### config.mk
export PLATFORM = sky130hd
export DESIGN_NAME = cache_control_register_block_top
export DESIGN_NICKNAME = d
export VERILOG_FILES = /design/src/rtl/ccrb_pkg.sv /design/src/rtl/cache_control_register_block_top.sv
export SDC_FILE = /design/constraint.sdc
export NUM_CORES = 1
export LEC_CHECK = 0
export ABC_AREA = 1
export BUFFER_PORTS_ARGS = -buffer_cell sky130_fd_sc_hd__buf_2
export CAP_MARGIN = 25
export CORE_MARGIN = 2
export CORE_UTILIZATION = 40
export DETAILED_ROUTE_END_ITERATION = 16
export PLACE_DENSITY = 0.62
export SLEW_MARGIN = 20
export SYNTH_ARGS = -nofsm -noshare
export SYNTH_HDL_FRONTEND = slang
export SYNTH_SLANG_ARGS = --single-unit
export TNS_END_PERCENT = 30
### constraint.sdc
create_clock -name clk -period 10.62 [get_ports clk]
set_input_delay 0.531 -clock clk [delete_from_list [all_inputs] [get_ports clk]]
set_output_delay 0.531 -clock clk [all_outputs]
set_load 0.05 [all_outputs]
### src/rtl/ccrb_pkg.sv
// Package for the cache control register block: request/response types, register map and decode.
`timescale 1ns / 1ps

package ccrb_pkg;

  // Default placement of the register window and size of the attribute table.
  localparam logic [31:0] BASE_ADDRESS_DEF = 32'd25427968;
  localparam int unsigned MAR_COUNT_DEF    = 256;

  // The window spans 64 KiB, so an offset has 16 bits.
  localparam int unsigned OFF_W     = 16;
  localparam int unsigned MAR_IDX_W = 8;

  // Register offsets within the window.
  localparam logic [OFF_W-1:0] OFF_L2_CFG    = 16'h0000;
  localparam logic [OFF_W-1:0] OFF_L1P_CFG   = 16'h0020;
  localparam logic [OFF_W-1:0] OFF_L1P_FRZ   = 16'h0024;
  localparam logic [OFF_W-1:0] OFF_L1D_CFG   = 16'h0040;
  localparam logic [OFF_W-1:0] OFF_L1D_FRZ   = 16'h0044;
  localparam logic [OFF_W-1:0] OFF_BASE0     = 16'h4000;
  localparam logic [OFF_W-1:0] OFF_BASE1     = 16'h4010;
  localparam logic [OFF_W-1:0] OFF_BASE2     = 16'h4018;
  localparam logic [OFF_W-1:0] OFF_BASE3     = 16'h4020;
  localparam logic [OFF_W-1:0] OFF_BASE4     = 16'h4030;
  localparam logic [OFF_W-1:0] OFF_BASE5     = 16'h4040;
  localparam logic [OFF_W-1:0] OFF_BASE6     = 16'h4048;
  localparam logic [OFF_W-1:0] OFF_WC0       = 16'h4004;
  localparam logic [OFF_W-1:0] OFF_WC1       = 16'h4014;
  localparam logic [OFF_W-1:0] OFF_WC2       = 16'h401c;
  localparam logic [OFF_W-1:0] OFF_WC3       = 16'h4024;
  localparam logic [OFF_W-1:0] OFF_WC4       = 16'h4034;
  localparam logic [OFF_W-1:0] OFF_WC5       = 16'h4044;
  localparam logic [OFF_W-1:0] OFF_WC6       = 16'h404c;
  localparam logic [OFF_W-1:0] OFF_GOP0      = 16'h5000;
  localparam logic [OFF_W-1:0] OFF_GOP1      = 16'h5004;
  localparam logic [OFF_W-1:0] OFF_GOP2      = 16'h5008;
  localparam logic [OFF_W-1:0] OFF_GOP3      = 16'h5028;
  localparam logic [OFF_W-1:0] OFF_GOP4      = 16'h5040;
  localparam logic [OFF_W-1:0] OFF_GOP5      = 16'h5044;
  localparam logic [OFF_W-1:0] OFF_GOP6      = 16'h5048;
  localparam logic [OFF_W-1:0] OFF_MAR_FIRST = 16'h8000;
  localparam logic [OFF_W-1:0] OFF_MAR_LAST  = 16'h83fc;

  // Implemented attribute entries.
  localparam logic [MAR_IDX_W-1:0] MAR_LO_FIRST  = 8'd64;
  localparam logic [MAR_IDX_W-1:0] MAR_LO_LAST   = 8'd103;
  localparam logic [MAR_IDX_W-1:0] MAR_MID       = 8'd128;
  localparam logic [MAR_IDX_W-1:0] MAR_HI_FIRST  = 8'd192;
  localparam logic [MAR_IDX_W-1:0] MAR_HI_LAST   = 8'd223;

  localparam int unsigned BASE_SLOTS = 7;
  localparam logic [3:0]  WRITE_SIZE = 4'd4;

  localparam logic [2:0] CFG_L1_RESET = 3'd7;

  typedef enum logic [3:0] {
    SEL_NONE,
    SEL_L2_CFG,
    SEL_L1P_CFG,
    SEL_L1P_FRZ,
    SEL_L1D_CFG,
    SEL_L1D_FRZ,
    SEL_BASE,
    SEL_ZERO,
    SEL_MAR
  } reg_sel_t;

  typedef enum logic {
    OP_READ  = 1'b0,
    OP_WRITE = 1'b1
  } op_t;

  typedef struct packed {
    logic        operation;
    logic [31:0] address;
    logic [63:0] write_data;
    logic [3:0]  access_size;
    logic        commit;
  } req_t;

  typedef struct packed {
    logic        ok;
    logic [31:0] read_data;
  } rsp_t;

  function automatic reg_sel_t decode_sel(input logic [OFF_W-1:0] off);
    reg_sel_t sel;
    sel = SEL_NONE;
    unique case (off)
      OFF_L2_CFG:  sel = SEL_L2_CFG;
      OFF_L1P_CFG: sel = SEL_L1P_CFG;
      OFF_L1P_FRZ: sel = SEL_L1P_FRZ;
      OFF_L1D_CFG: sel = SEL_L1D_CFG;
      OFF_L1D_FRZ: sel = SEL_L1D_FRZ;
      OFF_BASE0, OFF_BASE1, OFF_BASE2, OFF_BASE3,
      OFF_BASE4, OFF_BASE5, OFF_BASE6: sel = SEL_BASE;
      OFF_WC0, OFF_WC1, OFF_WC2, OFF_WC3, OFF_WC4, OFF_WC5, OFF_WC6,
      OFF_GOP0, OFF_GOP1, OFF_GOP2, OFF_GOP3, OFF_GOP4, OFF_GOP5,
      OFF_GOP6: sel = SEL_ZERO;
      default: begin
        if (off >= OFF_MAR_FIRST && off <= OFF_MAR_LAST) sel = SEL_MAR;
        else sel = SEL_NONE;
      end
    endcase
    return sel;
  endfunction

  function automatic logic [2:0] base_slot(input logic [OFF_W-1:0] off);
    logic [2:0] slot;
    slot = 3'd0;
    unique case (off)
      OFF_BASE0: slot = 3'd0;
      OFF_BASE1: slot = 3'd1;
      OFF_BASE2: slot = 3'd2;
      OFF_BASE3: slot = 3'd3;
      OFF_BASE4: slot = 3'd4;
      OFF_BASE5: slot = 3'd5;
      OFF_BASE6: slot = 3'd6;
      default:   slot = 3'd0;
    endcase
    return slot;
  endfunction

  function automatic logic mar_idx_impl(input logic [MAR_IDX_W-1:0] idx);
    return (idx >= MAR_LO_FIRST && idx <= MAR_LO_LAST) || idx == MAR_MID ||
           (idx >= MAR_HI_FIRST && idx <= MAR_HI_LAST);
  endfunction

endpackage

### src/rtl/cache_control_register_block_top.sv
// Top level of the cache control register block: a bus slave with config, freeze and MAR registers.
// A request is registered into the decode stage and its response then into the output register.
// No new request is taken while one is in the decode stage, for the read-then-write pass over
// the synchronous MAR memory. Reset clears the control, config, freeze and base registers to
// their defaults; MAR entries read as zero through per-entry valid bits until first written.
`timescale 1ns / 1ps

module cache_control_register_block_top #(
  parameter logic [31:0] BASE_ADDRESS = ccrb_pkg::BASE_ADDRESS_DEF,
  parameter int unsigned MAR_COUNT    = ccrb_pkg::MAR_COUNT_DEF
) (
  input  logic            clk,
  input  logic            rst_n,
  input  logic            in_valid,
  output logic            in_stall,
  input  ccrb_pkg::req_t  in_req,
  output logic            out_valid,
  input  logic            out_stall,
  output ccrb_pkg::rsp_t  out_rsp
);

  localparam int unsigned OFF_W = ccrb_pkg::OFF_W;
  localparam int unsigned IDX_W = ccrb_pkg::MAR_IDX_W;

  // ---------------------------------------------------------------------------
  // Request stage. The window check is one 33-bit subtract so that a window
  // near the top of the address space cannot wrap. The MAR memory read is
  // launched here, so its data is ready for the decode stage.
  // ---------------------------------------------------------------------------
  logic              in_accept;
  logic [32:0]       off_full;
  logic              in_window;
  logic              pre_ok;
  logic [IDX_W-1:0]  in_idx;
  logic              in_idx_mapped;

  assign in_accept = in_valid && !in_stall;
  assign off_full  = {1'b0, in_req.address} - {1'b0, BASE_ADDRESS};
  assign in_window = !off_full[32] && (off_full[31:OFF_W] == '0);
  assign in_idx    = off_full[IDX_W+1:2];
  assign in_idx_mapped = {{(32-IDX_W){1'b0}}, in_idx} < 32'(MAR_COUNT);

  // A write must be one full word whose data fits in 32 bits.
  assign pre_ok = in_window && (in_req.address[1:0] == 2'b00) &&
                  (in_req.operation == ccrb_pkg::OP_READ ||
                   (in_req.access_size == ccrb_pkg::WRITE_SIZE &&
                    in_req.write_data[63:32] == '0));

  logic              busy_r;
  logic              op_r;
  logic [OFF_W-1:0]  off_r;
  logic [31:0]       word_r;
  logic              commit_r;
  logic              pre_ok_r;
  logic              mar_q_r;

  // MAR storage: one-bit entries in a synchronous memory plus valid bits,
  // so that an entry never written reads as its reset value of zero.
  logic              mar_mem [MAR_COUNT];
  logic [MAR_COUNT-1:0] mar_vld_r;

  always_ff @(posedge clk) begin
    if (!rst_n) begin
      busy_r <= 1'b0;
    end else begin
      busy_r <= in_accept;
    end
  end

  always_ff @(posedge clk) begin
    if (in_accept) begin
      op_r     <= in_req.operation;
      off_r    <= off_full[OFF_W-1:0];
      word_r   <= in_req.write_data[31:0];
      commit_r <= in_req.commit;
      pre_ok_r <= pre_ok;
    end
  end

  // ---------------------------------------------------------------------------
  // Decode and update stage. Only one request is in flight, so the memory
  // write of one request always lands before the next request's read: the
  // input stalls while busy_r is high, which is the interlock.
  // ---------------------------------------------------------------------------
  ccrb_pkg::reg_sel_t sel;
  logic [IDX_W-1:0]   idx;
  logic               idx_mapped;
  logic               mar_ok;
  logic               rsp_ok;
  logic [31:0]        rsp_data;
  logic               do_write;
  logic               mar_bit;

  assign sel        = ccrb_pkg::decode_sel(off_r);
  assign idx        = off_r[IDX_W+1:2];
  assign idx_mapped = {{(32-IDX_W){1'b0}}, idx} < 32'(MAR_COUNT);
  assign mar_ok     = idx_mapped && ccrb_pkg::mar_idx_impl(idx);
  assign mar_bit    = idx_mapped ? (mar_vld_r[idx] & mar_q_r) : 1'b0;

  // Block-base registers are write-only; a read of one is refused.
  assign rsp_ok = pre_ok_r && (sel != ccrb_pkg::SEL_NONE) &&
                  (sel != ccrb_pkg::SEL_BASE || op_r == ccrb_pkg::OP_WRITE) &&
                  (sel != ccrb_pkg::SEL_MAR || mar_ok);

  assign do_write = busy_r && rsp_ok && op_r == ccrb_pkg::OP_WRITE && commit_r;

  always_ff @(posedge clk) begin
    if (in_accept && in_idx_mapped) begin
      mar_q_r <= mar_mem[in_idx];
    end
    if (do_write && sel == ccrb_pkg::SEL_MAR) begin
      mar_mem[idx] <= word_r[0];
    end
  end

  always_ff @(posedge clk) begin
    if (!rst_n) begin
      mar_vld_r <= '0;
    end else if (do_write && sel == ccrb_pkg::SEL_MAR) begin
      mar_vld_r[idx] <= 1'b1;
    end
  end

  // Configuration and freeze registers.
  logic [3:0]  l2_cfg_r,  l2_cfg_nxt;
  logic [2:0]  l1p_cfg_r, l1p_cfg_nxt;
  logic [16:0] l1p_frz_r, l1p_frz_nxt;
  logic [2:0]  l1d_cfg_r, l1d_cfg_nxt;
  logic [16:0] l1d_frz_r, l1d_frz_nxt;
  logic [31:0] block_base_r [ccrb_pkg::BASE_SLOTS];

  always_comb begin
    l2_cfg_nxt  = l2_cfg_r;
    l1p_cfg_nxt = l1p_cfg_r;
    l1p_frz_nxt = l1p_frz_r;
    l1d_cfg_nxt = l1d_cfg_r;
    l1d_frz_nxt = l1d_frz_r;
    if (do_write) begin
      unique case (sel)
        ccrb_pkg::SEL_L2_CFG:  l2_cfg_nxt  = word_r[3:0];
        ccrb_pkg::SEL_L1P_CFG: l1p_cfg_nxt = word_r[2:0];
        // A freeze write moves the old enable bit up to bit 16.
        ccrb_pkg::SEL_L1P_FRZ: l1p_frz_nxt = {l1p_frz_r[0], 15'd0, word_r[0]};
        ccrb_pkg::SEL_L1D_CFG: l1d_cfg_nxt = word_r[2:0];
        ccrb_pkg::SEL_L1D_FRZ: l1d_frz_nxt = {l1d_frz_r[0], 15'd0, word_r[0]};
        default: ;
      endcase
    end
  end

  always_ff @(posedge clk) begin
    if (!rst_n) begin
      l2_cfg_r  <= '0;
      l1p_cfg_r <= ccrb_pkg::CFG_L1_RESET;
      l1p_frz_r <= '0;
      l1d_cfg_r <= ccrb_pkg::CFG_L1_RESET;
      l1d_frz_r <= '0;
      for (int i = 0; i < ccrb_pkg::BASE_SLOTS; i++) begin
        block_base_r[i] <= '0;
      end
    end else begin
      l2_cfg_r  <= l2_cfg_nxt;
      l1p_cfg_r <= l1p_cfg_nxt;
      l1p_frz_r <= l1p_frz_nxt;
      l1d_cfg_r <= l1d_cfg_nxt;
      l1d_frz_r <= l1d_frz_nxt;
      if (do_write && sel == ccrb_pkg::SEL_BASE) begin
        block_base_r[ccrb_pkg::base_slot(off_r)] <= word_r;
      end
    end
  end

  // Read data is returned only for accepted reads; writes answer with zero.
  always_comb begin
    rsp_data = '0;
    if (rsp_ok && op_r == ccrb_pkg::OP_READ) begin
      unique case (sel)
        ccrb_pkg::SEL_L2_CFG:  rsp_data = {28'd0, l2_cfg_r};
        ccrb_pkg::SEL_L1P_CFG: rsp_data = {29'd0, l1p_cfg_r};
        ccrb_pkg::SEL_L1P_FRZ: rsp_data = {15'd0, l1p_frz_r};
        ccrb_pkg::SEL_L1D_CFG: rsp_data = {29'd0, l1d_cfg_r};
        ccrb_pkg::SEL_L1D_FRZ: rsp_data = {15'd0, l1d_frz_r};
        ccrb_pkg::SEL_MAR:     rsp_data = {31'd0, mar_bit};
        default:               rsp_data = '0;
      endcase
    end
  end

  // ---------------------------------------------------------------------------
  // Output register. A new request is taken only when this register is empty
  // or is being emptied, so it is always free when the decode stage finishes.
  // ---------------------------------------------------------------------------
  logic           out_valid_r;
  ccrb_pkg::rsp_t out_rsp_r;

  always_ff @(posedge clk) begin
    if (!rst_n) begin
      out_valid_r <= 1'b0;
    end else if (busy_r) begin
      out_valid_r <= 1'b1;
    end else if (out_valid_r && !out_stall) begin
      out_valid_r <= 1'b0;
    end
  end

  always_ff @(posedge clk) begin
    if (busy_r) begin
      out_rsp_r.ok        <= rsp_ok;
      out_rsp_r.read_data <= rsp_data;
    end
  end

  assign in_stall  = busy_r || (out_valid_r && out_stall);
  assign out_valid = out_valid_r;
  assign out_rsp   = out_rsp_r;

  // ---------------------------------------------------------------------------
  // Assertions.
  // ---------------------------------------------------------------------------
  a_accept_busy : assert property (@(posedge clk) disable iff (!rst_n)
    in_accept |=> busy_r)
    else $error("accepted request did not enter the decode stage");

  a_busy_one_cycle : assert property (@(posedge clk) disable iff (!rst_n)
    busy_r |=> (!busy_r && out_valid_r))
    else $error("decode stage did not finish into the output register");

  a_no_overwrite : assert property (@(posedge clk) disable iff (!rst_n)
    busy_r |-> (!out_valid_r || !$past(out_stall)))
    else $error("response would overwrite a waiting response");

  a_rejected_zero : assert property (@(posedge clk) disable iff (!rst_n)
    (out_valid_r && !out_rsp_r.ok) |-> (out_rsp_r.read_data == '0))
    else $error("rejected request returned nonzero read data");

endmodule

==> results.json <==
{
  "syn_inst": 2487,
  "gp_congestion": 0.868,
  "reg2reg_depth": 10,
  "portBuffers": 85,
  "crit_type": "flop to flop",
  "cp-start-kind": "flop",
  "dpl.hpwl_um": 30600,
  "reg2reg_to": "mar_mem[222]$_DFFE_PP_",
  "first_pass_iters": 6,
  "share_seq_of_total_power_pct": 50.9,
  "fin_skew_ns": 0.0263,
  "maxCapViolCount": 0,
  "period_share_pct": 40.3,
  "fill_cells": 5329,
  "worst_slack_ns": 6.34,
  "start_util_pct": 40.5,
  "cts_hold_buf": 0,
  "post-route-drc-count": 0,
  "end_kind": "flop",
  "die-height_um": 241,
  "die_x_um": 241,
  "nNetsFinal": 2813,
  "rsz0062_at_grt": "no",
  "hold_slack_ns": 0.0984,
  "drv_slew": 0,
  "hold-path-endpoint": "off_r[10]$_DFFE_PP_",
  "grt_pass1_wl_um": 81200,
  "yosysUniqueCellTypes": 40,
  "cts_resized": 0,
  "drt_iter0_markers": 1319,
  "clk_latency_ns": 0.60,
  "min_from": "in_req[79]",
  "clkTransAtPathRegs_ns": 0.07,
  "dp_slack_ns": 6.38,
  "via_count": 16700,
  "synth_warnings": 0,
  "coreArea_um2": 55300,
  "core.rowCount": 86,
  "num_antenna_cells": 0,
  "tightestPinTransition_ns": 0.932,
  "slew_headroom_pct": 37.8,
  "seqCellArea_um2": 14000,
  "run_status": "finished clean",
  "max_freq_ghz": 0.234,
  "avgSynthCellArea_um2": 9.01,
  "grt_pass1_vias": 16100,
  "p_per_area_nw_per_um2": 177,
  "grt_usage_pct": 17.5,
  "area_delta_synth_final_pct": 15.7,
  "pwr-share-clk_pct": 43.6,
  "multiInputGateArea_um2": 7520,
  "yosysSeqAreaShare_pct": 62.6,
  "wl_um": 50800,
  "via_per_inst": 4.76,
  "htree_levels": 2,
  "required_ns": 10.90,
  "hp-class": "input port to flop",
  "power_frac_comb_pct": 5.5,
  "timing_hold_violations_final": 0,
  "synth_seq_cells": 558,
  "drive_above_1_share_pct": 9.41,
  "ant_nets": 0,
  "cts_tree": "built",
  "die-area_um2": 58000,
  "reg2reg_slack_ns": 6.34,
  "period_minus_slack_ns": 4.28,
  "p_leak_nw": 11.4,
  "wl_per_cell_um": 14.5,
  "tns_ns": 0,
  "switching_share_pct": 22.6,
  "cts_made_buffers": 55,
  "grt_max_degree": 127,
  "post_cts_buffers": 0,
  "worstPathArrival_ns": 4.56,
  "reg2reg_from": "off_r[2]$_DFFE_PP_",
  "syn_area_um2": 22400,
  "clock_path_buffers": 3,
  "p_int_mw": 3.56,
  "ios": 141,
  "ir_drop_v": 0.000127,
  "cts.sinks": 558,
  "hold_depth": 1,
  "power_switching_mw": 1.04,
  "cts-root-buf": "clkbuf_16",
  "crit_fanout": 44,
  "setup_viol": 0,
  "antenna_found_initial": 0,
  "overflow": 0
}
-- layer usage --
layer | GRT usage, % | share of wire, % | up-vias
met5 | 0 | 0 | -
met4 | 5.72 | 2.4 | 0
met3 | 2.65 | 4.8 | 96
met2 | 30.1 | 49 | 374
met1 | 22.6 | 44 | 7912
li1 | - | - | 8284
-- final cells by class --
cell class                      count  area share (%)
Clock buffer                       73            6.04
Timing Repair Buffer              101            2.23
Inverter                          264            3.83
Multi-Input combinational cell   1727            29.0
Tap cell                          748            3.61
Clock inverter                     30            1.22
Sequential cell                   558            54.1
-- layout by cell type, fill, tap and decap left out, types with 7 or more instances in the layout --
master,instances
a21oi_1,16
a22oi_1,18
buf_2,83
buf_4,15
clkbuf_1,9
clkbuf_16,58
clkinv_1,7
clkinv_2,15
conb_1,210
dfxtp_1,272
edfxtp_1,286
inv_1,252
inv_2,9
nand2_1,650
nand3_1,51
nand4_1,71
nor2_1,388
nor2_2,43
nor3_1,7
nor4_1,11
o211ai_1,7
o21ai_0,164
o22ai_1,65
-- cells in the mapped netlist --
cell type | n | area share [%]
a21oi_1 | 16 | 0.36
a21oi_2 | 1 | 0.039
a22oi_1 | 18 | 0.60
a31oi_1 | 1 | 0.028
and3_1 | 1 | 0.028
and3b_1 | 1 | 0.039
buf_1 | 8 | 0.13
buf_2 | 4 | 0.089
buf_4 | 29 | 0.97
buf_6 | 1 | 0.050
clkbuf_1 | 105 | 1.8
clkinv_1 | 1 | 0.017
conb_1 | 1 | 0.017
dfxtp_1 | 272 | 24
edfxtp_1 | 286 | 38
inv_1 | 255 | 4.3
inv_2 | 8 | 0.13
nand2_1 | 650 | 11
nand2_2 | 3 | 0.084
nand3_1 | 51 | 1.1
nand3_2 | 1 | 0.045
nand4_1 | 71 | 2.0
nand4_2 | 2 | 0.11
nand4_4 | 3 | 0.28
nor2_1 | 390 | 6.5
nor2_2 | 43 | 1.2
nor2_4 | 2 | 0.10
nor3_1 | 7 | 0.16
nor3_4 | 1 | 0.073
nor3b_1 | 1 | 0.033
nor4_1 | 11 | 0.31
o2111ai_1 | 1 | 0.039
o211ai_1 | 7 | 0.23
o21a_1 | 1 | 0.033
o21ai_0 | 164 | 3.7
o21bai_1 | 1 | 0.033
o22ai_1 | 65 | 1.8
o31ai_1 | 1 | 0.033
or2_2 | 1 | 0.028
or4_1 | 2 | 0.067
-- critical path, cell delays in order (launching register included) --
cell and delay, ns:
edfxtp_1 0.58, nor2_4 0.68, buf_4 0.63, inv_1 0.14
nor2_1 0.26, nand2_1 0.10, nand4_1 0.16, nand3_2 0.13
nor2_4 0.39, nand4_2 0.52, nor2_1 0.35
-- worst max-delay path by stage --
stage                   startpoint                      to  slack [ns]  cells after the start
4_1_cts         off_r[2]$_DFFE_PP_  mar_mem[222]$_DFFE_PP_        6.37                     10
2_1_floorplan  word_r[0]$_DFFE_PP_    mar_mem[0]$_DFFE_PP_        6.48                      0
3_5_place_dp    off_r[2]$_DFFE_PP_  mar_mem[222]$_DFFE_PP_        6.38                     10
5_1_grt         off_r[2]$_DFFE_PP_  mar_mem[222]$_DFFE_PP_        6.04                     10
6_report        off_r[2]$_DFFE_PP_  mar_mem[222]$_DFFE_PP_        6.34                     10
3_3_place_gp    off_r[4]$_DFFE_PP_  mar_mem[219]$_DFFE_PP_        6.29                     12
-- cells by family after synthesis --
group,after synthesis,synth area share (%)
AO/OA/AOI/OAI,276,6.88
buffers and inverters,411,7.42
flip-flops,558,62.6
other,1,0.0167
AND/OR/NAND/NOR,1241,23.1
-- power by group through the flow --
stage          registers (mW)  clock network [mW]  logic, mW
2_1_floorplan            2.40                   0      0.165
3_3_place_gp             2.38                   0      0.248
3_5_place_dp             2.39                   0      0.253
4_1_cts                  2.34                2.05      0.253
5_1_grt                  2.34                2.14      0.281
6_report                 2.34                2.01      0.254
-- sequential cells by signal, indices dropped and copies added (netlist names) --
name and cells:
mar_vld_r 256, op_r 1, mar_mem 256, commit_r 1, l1p_cfg_r 3, l1d_frz_r 2, l1p_frz_r 2, busy_r 1
mar_q_r 1, pre_ok_r 1, l1d_cfg_r 3, l2_cfg_r 4, word_r 4, out_valid 1, out_rsp 6, off_r 16
-- metrics by stage --
step	area (um2)	instances	total power, mW	utilization (%)
after floorplan	23200	2696	2.56	-
after global placement	24000	3397	2.63	43.4
after detailed placement	24100	3398	2.64	43.5
after CTS	25900	3501	4.64	46.9
after global routing	25900	3501	4.76	46.9
final	25900	3501	4.60	46.9
No activity file was read; power rests on OpenSTA's default activity.
